==> config.mk <==
export PLATFORM = sky130hd
export DESIGN_NAME = rlirs_cfg
export DESIGN_NICKNAME = d
export VERILOG_FILES = /design/src/rtl/rlirs_pkg.sv /design/src/rtl/rlirs_cfg.sv
export SDC_FILE = /design/constraint.sdc
export NUM_CORES = 1
export LEC_CHECK = 0
export BUFFER_PORTS_ARGS = -buffer_cell sky130_fd_sc_hd__buf_2
export CAP_MARGIN = 15
export CELL_PAD_IN_SITES_DETAIL_PLACEMENT = 1
export CELL_PAD_IN_SITES_GLOBAL_PLACEMENT = 1
export CORE_MARGIN = 2
export CORE_UTILIZATION = 34
export CTS_CLUSTER_DIAMETER = 80
export CTS_CLUSTER_SIZE = 10
export DETAILED_ROUTE_END_ITERATION = 6
export GPL_ROUTABILITY_DRIVEN = 0
export PLACE_DENSITY = 0.79
export SLEW_MARGIN = 30
export SYNTH_ARGS = -nofsm -noshare
export SYNTH_HDL_FRONTEND = slang
export SYNTH_SLANG_ARGS = --single-unit
==> constraint.sdc <==
create_clock -name i_clk -period 1.2 [get_ports i_clk]
set_clock_uncertainty 0.15 [all_clocks]
set_input_delay 0.12 -clock i_clk [delete_from_list [all_inputs] [get_ports i_clk]]
set_output_delay 0.12 -clock i_clk [all_outputs]
set_load 0.01 [all_outputs]
==> src/rtl/rlirs_pkg.sv <==
// Shared types and constants for the receiver bring-up sequencer.
// Used by the result channel interface, the config register block and the sequencer core.
package rlirs_pkg;

    localparam int unsigned HOLD_TICKS_W    = 8;
    localparam int unsigned ALIGN_TIMEOUT_W = 16;
    localparam int unsigned RETRY_LIMIT_W   = 4;
    localparam int unsigned RETRIES_W       = 4;
    localparam int unsigned CFG_DATA_W      = 16;
    localparam int unsigned CFG_IDX_W       = 2;

    localparam int unsigned WAIT_COUNT_BITS_DEF = 16;

    localparam logic [HOLD_TICKS_W-1:0]    HOLD_TICKS_RST    = 8'd1;
    localparam logic [ALIGN_TIMEOUT_W-1:0] ALIGN_TIMEOUT_RST = 16'd10000;
    localparam logic [RETRY_LIMIT_W-1:0]   RETRY_LIMIT_RST   = 4'd5;
    localparam logic [RETRIES_W-1:0]       RETRIES_MAX       = 4'd15;

    typedef enum logic [CFG_IDX_W-1:0] {
        CFG_HOLD_TICKS    = 2'd0,
        CFG_ALIGN_TIMEOUT = 2'd1,
        CFG_RETRY_LIMIT   = 2'd2
    } t_cfg_idx;

    typedef struct packed {
        logic [HOLD_TICKS_W-1:0]    hold_ticks;
        logic [ALIGN_TIMEOUT_W-1:0] align_timeout;
        logic [RETRY_LIMIT_W-1:0]   retry_limit;
    } t_cfg;

    typedef struct packed {
        logic                 rx_reset;
        logic                 busy_res;
        logic                 succeeded;
        logic                 failed;
        logic [RETRIES_W-1:0] retries_used;
    } t_result;

endpackage

==> src/rtl/rlirs_cfg.sv <==
// Configuration registers of the bring-up sequencer (write-only port).
// Depends on rlirs_pkg.
module rlirs_cfg
    import rlirs_pkg::*;
(
    input  logic                  i_clk,
    input  logic                  i_rst_n,
    input  logic                  i_cfg_wr_en,
    input  logic [CFG_IDX_W-1:0]  i_cfg_idx,
    input  logic [CFG_DATA_W-1:0] i_cfg_data,
    output t_cfg                  o_cfg
);

    t_cfg r_cfg;

    always_ff @(posedge i_clk) begin
        if (!i_rst_n) begin
            r_cfg.hold_ticks    <= HOLD_TICKS_RST;
            r_cfg.align_timeout <= ALIGN_TIMEOUT_RST;
            r_cfg.retry_limit   <= RETRY_LIMIT_RST;
        end else if (i_cfg_wr_en) begin
            case (t_cfg_idx'(i_cfg_idx))
                CFG_HOLD_TICKS: begin
                    r_cfg.hold_ticks <= i_cfg_data[HOLD_TICKS_W-1:0];
                end
                CFG_ALIGN_TIMEOUT: begin
                    r_cfg.align_timeout <= i_cfg_data[ALIGN_TIMEOUT_W-1:0];
                end
                CFG_RETRY_LIMIT: begin
                    r_cfg.retry_limit <= i_cfg_data[RETRY_LIMIT_W-1:0];
                end
                default: begin
                    // unmapped index: drop the write
                end
            endcase
        end
    end

    assign o_cfg = r_cfg;

endmodule

==> summary.txt <==
Worst setup path
  • Type of the worst setup path: in2reg
  • Crit Reg-Reg Startpoint: o_cfg[2]$_SDFFE_PN1P_
  • Critical R2R Capture: o_cfg[2]$_SDFFE_PN1P_
  • Worst R2R Setup Slack: 0.35 ns
  • WP data required: 1.31 ns
  • Worst path cell trace: dlygate4sd3_1 -> clkbuf_4 -> buf_4 -> nor2b_1 -> mux2i_1
  • Crit path max-delay family: buffers and inverters
  • CP Max Fanout: 9
  • CP bufs+invs: 3
  • Largest stage delay, worst path: 0.53 ns
  • Worst path slowest cell: dlygate4sd3_1
  • Critical Path End Type: register
  • Crit path launch type: input pin
  • Reg2reg path depth: 1
  • Critical Path AT: 1.25 ns

Synth
  • Xor/xnor cell area share of the yosys netlist: 0%
  • Unique cell type count in the Yosys netlist: 15
  • Yosys synthesis warning count: 0
  • Post-Syn Area: 1150 sq um
  • Compound-Gate Fraction of Synth Area: 4.03%
  • Mux cell area share after synthesis: 19.2%
  • Mean post-synth cell area: 9.89 sq um
  • Adder-cell area share of the yosys netlist: 0%
  • Simple-gate share of the synthesized area: 19.7%
  • Largest family of logic cells by synthesized area: simple AND/OR/NAND/NOR gates
  • Synthesized Nets: 137
  • Synthesis-stage register bit count: 28
  • Sequential area share after synthesis: 48.9%
  • Post-Syn Instances: 116

Final layout
  • Non-Filler Instances: 233
  • ANT cells: 0
  • Layout area overhead: 48.2%
  • Most common cell after layout, fill and taps aside: buf_2
  • Fin area: 1700 sq um
  • Nets: 209
  • Most frequent cells in the layout: 46 x buf_2, 32 x nand2_1, 28 x dfxtp_1
  • Max reg flops: 28
  • Share of layout cells above drive strength 1: 34.2%

Worst hold path
  • Worst Hold Depth: 4
  • Hold WC Path Type: in2reg
  • Min-Delay Startpoint: i_cfg_idx[0]
  • Hold endpoint: o_cfg[8]$_SDFFE_PN1P_

STA
  • Max-slew headroom: 78.5%
  • Slew Limit Fails: 0
  • Min Tclk post-route: 1.14 ns
  • FMAX: 878 MHz
  • RSZ-0062 raised after global routing: no
  • Period utilization: 94.9%
  • Setup TNS: 0 ns
  • Least-Margin Pin Slew: 0.322 ns
  • Final Setup Violations: 0
  • Final hold vios: 0
  • WHS: 0.0772 ns

Placed design
  • Placed inst area: 1480 sq um
  • # port buffers: 48
  • Post-placement cell count: 213
  • Hpwl dp: 2310 um

Floorplan
  • Row cnt: 21
  • Die W: 62.1 um
  • Die ar.: 3860 sq um
  • IO Pins: 49
  • Core area: 3280 sq um
  • Die Span Y: 62.1 um
  • Initial Utilization: 34.9%

Run
  • Max-Cap Viols: 0

Detailed routing
  • Post-route ant nets: 0
  • Post-DR wirelength/cell: 13.0 um
  • Met3 routed WL: 136 um
  • DRC: 0
  • Vias per cell: 4.57
  • Vias: 1065
  • Initial DRT Pass Iterations: 2
  • Drt first-iter violations: 28
  • Met1 Wirelength: 1230 um
  • Post-Route WL: 3040 um
  • Max Used Layer: met4
  • WL met2: 1650 um

Power and ir drop
  • Static Leakage: 0.840 nW
  • PD cells: 1100 nW/um^2
  • VDD IR-drop max: 0.529 mV

Clocking
  • CTS tree: done
  • Clock transition at path regs: 0.15 ns
  • Root buffer cell: clkbuf_4
  • Clock sinks: 28
  • H-tree levels: 1
  • Clk_lat worst skew: 0.31 ns
  • Deepest clock path buffer count: 2
  • Num CTS Buffers: 3

GRT
  • Largest net degree at the start of global routing: 17
  • Vias in the first global route: 1039
  • Initial antenna violation count: 0
  • Global-route wire length before repair: 4610 um
  • GRT Util Overall: 16.1%
  • Grt ovf: 0

Outcome
  • Status: finished clean
## how the worst max path moves through the flow
stage / cells past startpoint / endpoint / startpoint / slack, ns
floorplan: 4 / o_cfg[21]$_SDFFE_PN0P_ / i_cfg_idx[0] / 0.10
global placement: 3 / o_cfg[25]$_SDFFE_PN0P_ / i_cfg_idx[1] / -0.006
detailed placement: 3 / o_cfg[22]$_SDFFE_PN0P_ / i_cfg_idx[1] / -0.02
CTS: 4 / o_cfg[2]$_SDFFE_PN1P_ / i_cfg_data[2] / 0.004
global route: 5 / o_cfg[7]$_SDFFE_PN0P_ / i_rst_n / 0.02
finish: 5 / o_cfg[0]$_SDFFE_PN1P_ / i_rst_n / 0.06
## metal layers
layer / global-route usage, % / vias up
met3: 2.48 / 2
met5: 0 / -
met1: 18.6 / 509
met2: 30.8 / 28
met4: 3.65 / 0
li1: - / 526
## power breakdown
part,switching (mW),leakage (nW),internal (mW),total (mW)
combinational,0.128,0.584,0.153,0.281
clock,0.273,0.0279,0.337,0.611
sequential,0.0182,0.228,0.966,0.985
total,0.420,0.840,1.46,1.88
## synthesized netlist by cell type
library cell | number | area share (%)
nand2_1 | 32 | 10
dfxtp_1 | 28 | 49
mux2i_1 | 22 | 19
inv_1 | 6 | 2.0
buf_6 | 5 | 4.9
nand4b_1 | 5 | 3.8
o211ai_1 | 5 | 3.3
clkbuf_1 | 4 | 1.3
nor2b_1 | 3 | 1.6
a211o_1 | 1 | 0.76
and3b_1 | 1 | 0.76
and4b_2 | 1 | 0.98
nand3b_1 | 1 | 0.65
nor3b_1 | 1 | 0.65
or3b_1 | 1 | 0.76
## per-stage QoR
stage	setup WS (ns)	util (%)	power, mW
after floorplan	0.103	-	1.13
after global placement	-0.00561	45.0	1.23
after detailed placement	-0.0234	45.0	1.24
after CTS	0.00399	51.7	1.91
after global routing	0.0154	51.8	1.97
final	0.0616	51.8	1.88
## cell type report
class | count | area [sq um]
Clock buffer | 3 | 22.5
Clock inverter | 1 | 30.0
Fill cell | 408 | 1580
Inverter | 6 | 22.5
Multi-Input combinational cell | 73 | 493
Sequential cell | 28 | 561
Tap cell | 46 | 57.6
Timing Repair Buffer | 76 | 514
## logic make-up after synthesis
family / after synthesis
buffers and inverters: 15
AND/OR/NAND/NOR: 45
flip-flops: 28
multiplexers: 22
AO/OA/AOI/OAI: 6
## repair_timing
item                                    CTS  global route
endpoints found under the setup margin    0             8
hold buffers                             17             0
buffers inserted                          0             0
gates resized for setup                   0             2
hold endpoints to repair                 28             0
(Power assumes the default switching activity.)
